### config.mk
export PLATFORM = sky130hd
export DESIGN_NAME = btg_ctrl
export DESIGN_NICKNAME = d
export VERILOG_FILES = /design/src/design/btg_pkg.sv /design/src/design/btg_ctrl.sv
export SDC_FILE = /design/constraint.sdc
export NUM_CORES = 1
export LEC_CHECK = 0
export BUFFER_PORTS_ARGS = -buffer_cell sky130_fd_sc_hd__buf_2
export CORE_UTILIZATION = 47
export DETAILED_ROUTE_END_ITERATION = 16
export PLACE_DENSITY = 0.74
export SYNTH_ARGS = -nofsm -noshare
export SYNTH_HDL_FRONTEND = slang
export SYNTH_SLANG_ARGS = --single-unit
### constraint.sdc
create_clock -name aclk -period 1.4 [get_ports aclk]
set_input_delay 0.07 -clock aclk [delete_from_list [all_inputs] [get_ports aclk]]
set_output_delay 0.07 -clock aclk [all_outputs]
set_load 0.03 [all_outputs]
### src/design/btg_pkg.sv
// shared types and constants for the bytebeat tone generator
package btg_pkg;

    localparam int PERIOD_WIDTH = 16;
    localparam int DATA_W       = 32;
    localparam int IN_W         = 16;
    localparam int ALG_W        = 8;
    localparam int OFFSET_W     = 15;
    localparam int CFG_IDX_W    = 1;
    localparam int CFG_DATA_W   = 15;
    localparam int DIV_CNT_W    = $clog2(DATA_W);

    localparam logic [ALG_W-1:0] ALG_CODE_F0 = 8'd0;
    localparam logic [ALG_W-1:0] ALG_CODE_F1 = 8'd1;
    localparam logic [ALG_W-1:0] ALG_CODE_F2 = 8'd2;

    localparam logic [DATA_W-1:0] F0_MUL_C   = 32'd351;
    localparam logic [DATA_W-1:0] F0_SUB_C   = 32'd528;
    localparam logic [DATA_W-1:0] F0_MOD_C   = 32'd6;
    localparam logic [DATA_W-1:0] F0_BASE_C  = 32'd2;
    localparam logic [DATA_W-1:0] F0_MASK_C  = 32'd200;
    localparam logic [DATA_W-1:0] F2_DIV_C   = 32'd3;
    localparam logic [DATA_W-1:0] F2_BASE_C  = 32'd7;

    // floor(x / 3) = (x * RECIP3_C) >> RECIP3_SHIFT for any 32-bit x
    localparam logic [DATA_W-1:0] RECIP3_C     = 32'hAAAA_AAAB;
    localparam int                RECIP3_SHIFT = 33;

    typedef enum logic [CFG_IDX_W-1:0] {
        CFG_ALGORITHM    = 1'b0,
        CFG_START_OFFSET = 1'b1
    } btg_cfg_idx_t;

    typedef enum logic [1:0] {
        ALG_F0,
        ALG_F1,
        ALG_F2,
        ALG_PASS
    } btg_alg_t;

    typedef enum logic [3:0] {
        OP_NONE,
        OP_TICK,
        OP_F0_MUL351,
        OP_DIV_TM,
        OP_F0_MOD6,
        OP_F0_MULAK,
        OP_F0_MUL200,
        OP_F0_FIN,
        OP_F1_MUL,
        OP_F1_FIN,
        OP_F2_DIV3,
        OP_F2_SQ,
        OP_MUL_XY,
        OP_DIV_XD,
        OP_F2_FIN,
        OP_PASS_FIN
    } btg_op_t;

    typedef struct packed {
        btg_op_t op;
        logic    load_out;
    } btg_cmd_t;

    typedef struct packed {
        logic     wrap;
        logic     div_busy;
        btg_alg_t alg;
    } btg_status_t;

endpackage

### src/design/btg_ctrl.sv
// sequencer for tick handling, formula steps and output transfer
module btg_ctrl (
    input  logic                 aclk,
    input  logic                 aresetn,
    input  logic                 s_valid,
    output logic                 s_ready,
    output logic                 m_valid,
    input  logic                 m_ready,
    input  btg_pkg::btg_status_t status,
    output btg_pkg::btg_cmd_t    cmd
);
    import btg_pkg::*;

    typedef enum logic [4:0] {
        ST_IDLE,
        ST_F0_MUL351,
        ST_F0_DIVM,
        ST_F0_WAITM,
        ST_F0_MOD6,
        ST_F0_MULAK,
        ST_F0_MUL200,
        ST_F0_FIN,
        ST_F1_MUL,
        ST_F1_FIN,
        ST_F2_DIV3,
        ST_F2_SQ,
        ST_F2_MULC,
        ST_F2_DIVD,
        ST_F2_WAITD,
        ST_F2_FIN,
        ST_PASS_FIN,
        ST_DONE
    } state_t;

    state_t state_reg, state_next;
    logic   m_valid_reg, m_valid_next;

    always_comb begin
        state_next   = state_reg;
        m_valid_next = m_valid_reg && !m_ready;
        cmd.op       = OP_NONE;
        cmd.load_out = 1'b0;
        unique case (state_reg)
            ST_IDLE: begin
                if (s_valid) begin
                    cmd.op = OP_TICK;
                    if (status.wrap) begin
                        unique case (status.alg)
                            ALG_F0:   state_next = ST_F0_MUL351;
                            ALG_F1:   state_next = ST_F1_MUL;
                            ALG_F2:   state_next = ST_F2_DIV3;
                            default:  state_next = ST_PASS_FIN;
                        endcase
                    end else begin
                        state_next = ST_DONE;
                    end
                end
            end
            ST_F0_MUL351: begin
                cmd.op     = OP_F0_MUL351;
                state_next = ST_F0_DIVM;
            end
            ST_F0_DIVM: begin
                cmd.op     = OP_DIV_TM;
                state_next = ST_F0_WAITM;
            end
            ST_F0_WAITM: begin
                if (!status.div_busy) begin
                    state_next = ST_F0_MOD6;
                end
            end
            ST_F0_MOD6: begin
                cmd.op     = OP_F0_MOD6;
                state_next = ST_F0_MULAK;
            end
            ST_F0_MULAK: begin
                cmd.op     = OP_F0_MULAK;
                state_next = ST_F0_MUL200;
            end
            ST_F0_MUL200: begin
                cmd.op     = OP_F0_MUL200;
                state_next = ST_F0_FIN;
            end
            ST_F0_FIN: begin
                cmd.op     = OP_F0_FIN;
                state_next = ST_DONE;
            end
            ST_F1_MUL: begin
                cmd.op     = OP_F1_MUL;
                state_next = ST_F1_FIN;
            end
            ST_F1_FIN: begin
                cmd.op     = OP_F1_FIN;
                state_next = ST_DONE;
            end
            ST_F2_DIV3: begin
                cmd.op     = OP_F2_DIV3;
                state_next = ST_F2_SQ;
            end
            ST_F2_SQ: begin
                cmd.op     = OP_F2_SQ;
                state_next = ST_F2_MULC;
            end
            ST_F2_MULC: begin
                cmd.op     = OP_MUL_XY;
                state_next = ST_F2_DIVD;
            end
            ST_F2_DIVD: begin
                cmd.op     = OP_DIV_XD;
                state_next = ST_F2_WAITD;
            end
            ST_F2_WAITD: begin
                if (!status.div_busy) begin
                    state_next = ST_F2_FIN;
                end
            end
            ST_F2_FIN: begin
                cmd.op     = OP_F2_FIN;
                state_next = ST_DONE;
            end
            ST_PASS_FIN: begin
                cmd.op     = OP_PASS_FIN;
                state_next = ST_DONE;
            end
            ST_DONE: begin
                // wait for a free output register
                if (!m_valid_reg || m_ready) begin
                    cmd.load_out = 1'b1;
                    m_valid_next = 1'b1;
                    state_next   = ST_IDLE;
                end
            end
            default: begin
                state_next = ST_IDLE;
            end
        endcase
    end

    always_ff @(posedge aclk) begin
        if (!aresetn) begin
            state_reg   <= ST_IDLE;
            m_valid_reg <= 1'b0;
        end else begin
            state_reg   <= state_next;
            m_valid_reg <= m_valid_next;
        end
    end

    assign s_ready = (state_reg == ST_IDLE);
    assign m_valid = m_valid_reg;

    a_load_free: assert property (@(posedge aclk) disable iff (!aresetn)
        cmd.load_out |-> (!m_valid_reg || m_ready))
        else $error("output overwritten before transfer");

    a_hold_tick: assert property (@(posedge aclk) disable iff (!aresetn)
        (s_valid && s_ready && !status.wrap) |=> (state_reg == ST_DONE))
        else $error("holding tick did not go straight to output");

endmodule

== Word level (Yosys, flattened, before mapping) ==
Index checks and enable logic that the tools add are counted.
Word-level totals
  register bits: 6
  bits of input ports: 8
  output and inout bits: 7
  logic and storage cells: 46
Operators by class
  eq/ne operators: 23
  mux-type cells: 13
  reduce and logical (&&, ||, !) cells: 8
Operators with widths (number)
  $pmux W5 S15: 1
  $pmux W4 S15: 1
  $eq A5 B4 Y1 const B: 8
  $mux W5: 5
  $eq A5 B3 Y1 const B: 4
  $pmux W5 S3: 1
  $eq A5 B2 Y1 const B: 2
  $eq A5 B5 Y1 const B: 2
  $ne A2 B2 Y1 const B: 4
  $eq A5 B1 Y1 const B: 1
  $logic_not A5 Y1: 1
  $mux W1: 5
  $reduce_and A4 Y1: 1
  $reduce_or A4 Y1: 1
  $eq A2 B1 Y1 const B: 1
  $eq A2 B2 Y1 const B: 1
  $logic_not A1 Y1: 2
  $logic_not A2 Y1: 1
  $logic_and A1 B1 Y1: 1
  $logic_or A1 B1 Y1: 1

== Longest topological paths before layout ==
Gate-level depths: netlist of run 1.
  depth in word-level cells: 5
  gate-level depth with buffers: 5

== Worst setup path after synthesis of run 1 ==
No wires, ideal clock.
  path kind: register to output
  from: reg state_reg[1]
  to: out cmd[2] in the netlist's numbering
  arrival time: 1.527 ns
  data required time: 1.330 ns
  setup slack: -0.197 ns
  cell stages (with the launch flop): 4
  path buffers: 1
  cells stage by stage: dfxtp_1 buf_2 nand2b_1 o32ai_1
RTL lines
  start, declared: RTL line btg_ctrl.sv:35  | state_t state_reg, state_next;
  start signal, assigned: RTL line btg_ctrl.sv:144  | state_reg <= state_next;
  end, declared: RTL line btg_ctrl.sv:10  | output btg_pkg::btg_cmd_t cmd

==> run_results.csv, run 1 <==
group,metric,value,unit
sta,setup_ws,-0.235,ns
synth,synth_top_area_share,17.9,%
synth,synth_edf_count,0,
flow_run,cap_violations,0,
routing,wl_per_cell,20.6,um
grt,antenna_found_initial,0,
setup_path,cp.required,1.33,ns
setup_path,path_class,"reg2out",
placement,gp_congestion,0.851,
floorplan,rows,13,
cts,clockBufferDepth,2,
sta,skew,0.00786,ns
pwr,power.total,2490,uW
synth,synth-seq-cells,6,
layout,antenna_cells,0,
setup_path,path_buf_inv,2,
routing,vias_per_cell,6.57,
setup_path,cp_slowest_cell,"or4_4",
synth,yosys-top-cells-area,"dfxtp_1, a21oi_1, ha_1",
synth,postSynth.asyncResetShare,0,%
setup_path,endpoint_kind,"output port",
synth,ys_types,38,
pwr,leakagePower,0.000523,uW
synth,synth_top_family_by_area,"simple AND/OR/NAND/NOR gates",
sta,drv_slew,0,
layout,synthToLayoutAreaGrowth,73.0,%
sta,tightestPinTransition,0.359,ns
placement,portBuffers,14,
sta,min_period,1.63,ns
routing,drc_errors,0,
cts,cts_root_buf,"clkbuf_4",
pwr,p_per_area,2140,nW/um2
setup_path,cp_common_cell,"buf_6",
run_status,violations,"setup timing",
synth,synth_area,672,um2
synth,synth_flop_cell,"dfxtp_1",
routing,first_iter_violations,67,
routing,routed_wl,3.06,mm
setup_path,crit_chain,"or4_4 -> buf_6 -> o22ai_2 -> buf_6",
cts,path_clk_slew,0.05,ns
sta,post-route-period-util,117,%
layout,drive_above_1_share,56.0,%
synth,synth_compound_area_share,32.8,%
layout,fin_nets,147,
sta,slew_headroom,76.0,%
synth,seq_area_frac_synth,17.9,%
grt,gr-total-overflow,0,
synth,muxShareOfSynthArea,0,%
sta,setup_viol,11,
cts,cts_tree,"built",
hold_path,hold_path_class,"in2reg",
synth,synth_xor_area_share,2.61,%
setup_path,critPathMaxStageDelay,0.56,ns
synth,yosys_warnings,0,
sta,hold_ws,0.0935,ns
setup_path,critPathLaunchType,"flip-flop",
cts,cts_buffers,3,
sta,rsz0062_at_grt,"yes",
synth,synthAdderAreaFrac,5.59,%
setup_path,arrival,1.56,ns
cts,h-tree-depth,1,
pwr,peakVddDrop,1.96,mV
run_status,outcome,"finished with violations",
setup_path,cp_max_fo,5,
placement,dp_hpwl,1.59,mm
floorplan,fp.coreArea,1320,um2
synth,synth_area_per_cell,7.38,um2
floorplan,initial_core_util,51.0,%
floorplan,die_w,39.8,um
cts,clock_latency,0.25,ns
floorplan,die_h,39.8,um
floorplan,io_pins,15,
cts,clock_sinks,6,
synth,syn_inst,91,
floorplan,fp.dieArea,1580,um2
routing,ant_nets,0,
grt,grt_pass1_wl,3.51,mm
grt,grt_max_degree,13,
layout,nFillCells,58,
synth,synth_area_leader_cell,"dfxtp_1",
grt,grt_pass1_vias,798,
synth,syn_nets,102,
routing,first_pass_iters,4,
grt,track_usage,33.5,%
setup_path,cp_top_family,"simple AND/OR/NAND/NOR gates",
routing,vias,979,
synth,yosys.area_share.simple,33.3,%
layout,largest_reg_flops,5,
sta,hold_viol_final,0,
sta,max_freq,612,MHz
==> worst register-to-register path, delay by kind of cell (launching register included) <==
kind	cells	cell delay [ns]
AO/OA/AOI/OAI	2	0.26
buffers and inverters	1	0.14
flip-flops	1	0.36
AND/OR/NAND/NOR	2	0.69
==> where the power goes <==
part	total, uW	internal (uW)	switching [uW]
Combinational	2010	990	1020
Sequential	310	231	79.0
Clock	165	97.4	68.1
Total	2490	1320	1170
==> stage by stage <==
| step | cell area (um2) | util (%) | cells | TNS, ns | setup WS, ns |
|---|---|---|---|---|---|
| after global routing | 1160 | 88.2 | 149 | -1.82 | -0.262 |
| final | 1160 | 88.2 | 149 | -1.51 | -0.235 |
| after global placement | 903 | 68.6 | 134 | -0.105 | -0.0419 |
| after detailed placement | 903 | 68.6 | 134 | -0.162 | -0.0609 |
| after CTS | 1090 | 82.7 | 144 | -1.25 | -0.234 |
| after floorplan | 694 | - | 91 | -0.0330 | -0.0287 |
==> per-layer routing <==
layer  vias up  routed length (um)  GRT usage [%]
li1        423                   -              -
met1       431                1090           36.7
met5         -                   0              0
met4         0                 209           10.3
met3        27                 307           6.25
met2        98                1460           63.1
==> cells by family (layout without fill, tap and decap cells) <==
logic type,count (synthesis),in the layout
flops,6,6
fa+ha+maj,3,3
simple gates,36,36
compound gates,32,32
buf+inv,12,55
xor+xnor,2,2
==> cell usage after synthesis, types with 2 or more instances <==
cell       instances
a21oi_1           10
nor2_1            10
buf_2              6
dfxtp_1            6
inv_1              6
nor2b_1            5
nand2_1            4
nand2b_1           4
ha_1               3
o22ai_1            3
o32ai_1            3
a2bb2oi_1          2
o21ai_0            2
o21ai_1            2
xnor2_1            2
==> repair_timing <==
item                                    in CTS  in global routing
endpoints found under the setup margin      10                 11
hold buffers                                 0                  0
buffers inserted                             7                  5
pin swaps                                    9                  7
gates resized for setup                     35                  9
endpoints found under the hold margin        0                  0
==> final timing paths <==
path,from,endpoint,slack (ns),depth (start not counted)
worst max-delay path,state_reg[1],cmd[1],-0.23,4
worst min-delay path,aresetn,state_reg[4],0.09,2
worst min register to register,state_reg[4],state_reg[2],0.49,1
worst max register to register,state_reg[1],state_reg[0],-0.18,5
==> cell type report <==
cell class                      instances  area (um2)  share of cell area, %
Tap cell                               15        18.8                   1.61
Inverter                                6        25.0                   2.15
Sequential cell                         6         136                   11.7
Clock buffer                            3        22.5                   1.94
Timing Repair Buffer                   46         370                   31.9
Multi-Input combinational cell         73         589                   50.7
==> placed cells by master (no fill, tap or decap), types with 3 or more instances in the layout <==
master	Yosys	final
inv_1	6	5
buf_4	0	26
nand2_1	4	4
nor2_1	10	8
buf_6	0	12
a21oi_2	0	5
dfxtp_4	0	4
nor2b_1	5	3
clkbuf_4	0	3
ha_1	3	3
buf_2	6	8
nand2b_1	4	3
a21oi_1	10	5
No activity file was read; power rests on OpenSTA's default activity.
==> run 2, diff against run 1 <==
--- a/config.mk
+++ b/config.mk
@@ -5,8 +5,10 @@
 export SDC_FILE = /design/constraint.sdc
 export NUM_CORES = 1
 export LEC_CHECK = 0
+export ABC_AREA = 1
 export BUFFER_PORTS_ARGS = -buffer_cell sky130_fd_sc_hd__buf_2
 export CORE_UTILIZATION = 47
+export CTS_BUF_LIST = sky130_fd_sc_hd__clkbuf_16
 export DETAILED_ROUTE_END_ITERATION = 16
 export PLACE_DENSITY = 0.74
 export SYNTH_ARGS = -nofsm -noshare
==> run 2 against run 1 <==
Compared with the run above:
- the flow still finishes with violations (setup timing)
- sequential power grew 10%
- largest power group unchanged
- register-to-register slack improved by 0.16 ns
- critical path type unchanged
- final cell count rose by 7.4%
==> run_results.csv, run 2 <==
group,metric,value,unit
layout,final_core_util,78.9,%
synth,syn_nets,128,
setup_path,path_class,"reg2out",
routing,ant_nets,0,
cts,h-tree-depth,1,
pwr,power.total,2280,uW
routing,routed_wl,2.28,mm
layout,final_cell_mix,"nand2_1, inv_1, nand3_1, buf_4, nor2_1",
sta,hold_viol_final,0,
routing,vias_per_cell,5.60,
sta,post-route-period-util,109,%
cts,cts_root_buf,"clkbuf_16",
grt,grt_max_degree,19,
sta,slew_headroom,84.3,%
setup_path,critPathLaunchType,"flip-flop",
layout,fin_nets,158,
hold_path,hold_path_class,"in2reg",
routing,drc_errors,0,
sta,tns,-0.334,ns
synth,synth_edf_count,0,
setup_path,critPathMaxStageDelay,0.37,ns
synth,ys_types,22,
sta,min_period,1.52,ns
layout,instances_no_fill,160,
placement,gp_congestion,0.882,
sta,skew,0.00168,ns
synth,synth_flop_cell,"dfxtp_1",
synth,synth_area,674,um2
layout,layout_commonest_cell,"nand2_1",
floorplan,rows,13,
grt,track_usage,30.4,%
pwr,leakagePower,0.000568,uW
synth,synth-seq-cells,6,
sta,hold_ws,0.150,ns
cts,cts_tree,"built",
run_status,outcome,"finished with violations",
setup_path,cp.required,1.33,ns
run_status,violations,"setup timing",
placement,portBuffers,14,
grt,grt_pass1_wl,3.20,mm
sta,setup_viol,7,
routing,vias,896,
sta,max_freq,658,MHz
cts,clock_latency,0.22,ns
pwr,p_per_area,2190,nW/um2
setup_path,cp_slowest_cell,"dfxtp_4",
synth,synth_most_common_cell,"nand2_1",
floorplan,initial_core_util,51.2,%
pwr,peakVddDrop,1.15,mV
layout,seq_area,138,um2
grt,antenna_found_initial,0,
layout,synthToLayoutAreaGrowth,54.2,%
synth,syn_inst,117,
setup_path,crit_chain,"nand2_1 -> inv_1 -> nand3_1 -> o21ai_1 -> or3_4 -> buf_6",
synth,synth_area_leader_cell,"dfxtp_1",
flow_run,cap_violations,0,
routing,wl_per_cell,14.2,um
synth,synth_top_area_share,17.8,%
synth,yosys_warnings,0,
floorplan,die_h,39.9,um
setup_path,endpoint_kind,"output port",
floorplan,fp.dieArea,1590,um2
placement,dp_hpwl,1.43,mm
cts,clockBufferDepth,2,
layout,nFillCells,105,
sta,tightestPinTransition,0.235,ns
routing,first_iter_violations,40,
grt,grt_pass1_vias,779,
floorplan,io_pins,15,
synth,postSynth.asyncResetShare,0,%
cts,clock_sinks,6,
floorplan,fp.coreArea,1320,um2
cts,holdBufCountCts,0,
layout,antenna_cells,0,
cts,cts_buffers,3,
sta,setup_ws,-0.119,ns
layout,multi_input_area,544,um2
setup_path,arrival,1.45,ns
synth,synth_area_per_cell,5.76,um2
placement,dp.cells,153,
routing,first_pass_iters,4,
synth,yosys-top-cells-area,"dfxtp_1, nand3_1, nand2_1",
grt,gr-total-overflow,0,
sta,drv_slew,0,
sta,rsz0062_at_grt,"yes",
floorplan,die_w,39.9,um
synth,synthTopCellsByCount,"nand2_1, inv_1, nand3_1",
layout,largest_reg_flops,5,
layout,drive_above_1_share,44.8,%
cts,path_clk_slew,0.03,ns
setup_path,cp_max_fo,5,
synth,seq_area_frac_synth,17.8,%
-- run 2: cell count changes in the layout (fill, tap and decap cells not counted), moves of 5 or more --
cell and change:
nand3_2 +5, nand2_1 +16, buf_6 -10, nand3_1 +15
buf_4 -11, inv_1 +12
-- run 2: layout make-up --
cell class,count,area share [%]
Clock buffer,3,7.22
Sequential cell,6,13.2
Tap cell,15,1.81
Inverter,21,8.06
Timing Repair Buffer,26,17.3
Multi-Input combinational cell,89,52.3
-- run 2: final timing paths --
check	start	to	slack, ns	depth (start not counted)
min	status[2]	state_reg[1]	0.15	3
max reg2reg	state_reg[1]	state_reg[4]	-0.02	8
max	state_reg[2]	cmd[1]	-0.12	6
min reg2reg	m_valid	m_valid	0.58	3
-- run 2: timing repair --
item | 4_1_cts | 5_1_grt
resized for setup | 25 | 16
pin swaps | 2 | 2
endpoints found under the setup margin | 7 | 10
setup buffers | 1 | 4
-- run 2: worst max-delay path: cells and delay by family (launching register included) --
family                 cells  cell delay [ns]
AND/OR/NAND/NOR            3             0.55
flip-flops                 1             0.37
buffers and inverters      2             0.23
AO/OA/AOI/OAI              1             0.07
-- run 2: per-layer routing --
layer,global-route usage [%],vias up,wire [um]
li1,-,440,-
met1,36.1,398,953
met2,53.2,50,1110
met3,2.84,8,132
met4,14.7,0,78
met5,0,-,0
-- run 2: cells by family (layout without fill, tap and decap cells) --
family                   Yosys count  in the layout  synth area share, %
flip-flops                         6              6                 17.8
AO/OA/AOI/OAI                     12             12                 9.65
buffers and inverters             22             50                 12.8
AND/OR/NAND/NOR                   73             73                 52.9
XOR/XNOR                           1              1                 1.30
adder cells (fa/ha/maj)            3              3                 5.57
-- run 2: report_power, final --
| group | switching [uW] | leakage, uW | internal [uW] | total (uW) |
|---|---|---|---|---|
| logic | 915 | 0.000478 | 570 | 1490 |
| clock network | 89.9 | 0.0000370 | 366 | 456 |
| registers | 99.9 | 0.0000528 | 241 | 341 |
| total | 1100 | 0.000568 | 1180 | 2280 |
-- run 2: through the flow --
step           instance area (um2)  setup slack [ns]
3_5_place_dp                   817           -0.0193
2_1_floorplan                  676            0.0743
5_1_grt                       1040            -0.161
6_report                      1040            -0.119
4_1_cts                        956           -0.0695
3_3_place_gp                   817          -0.00694
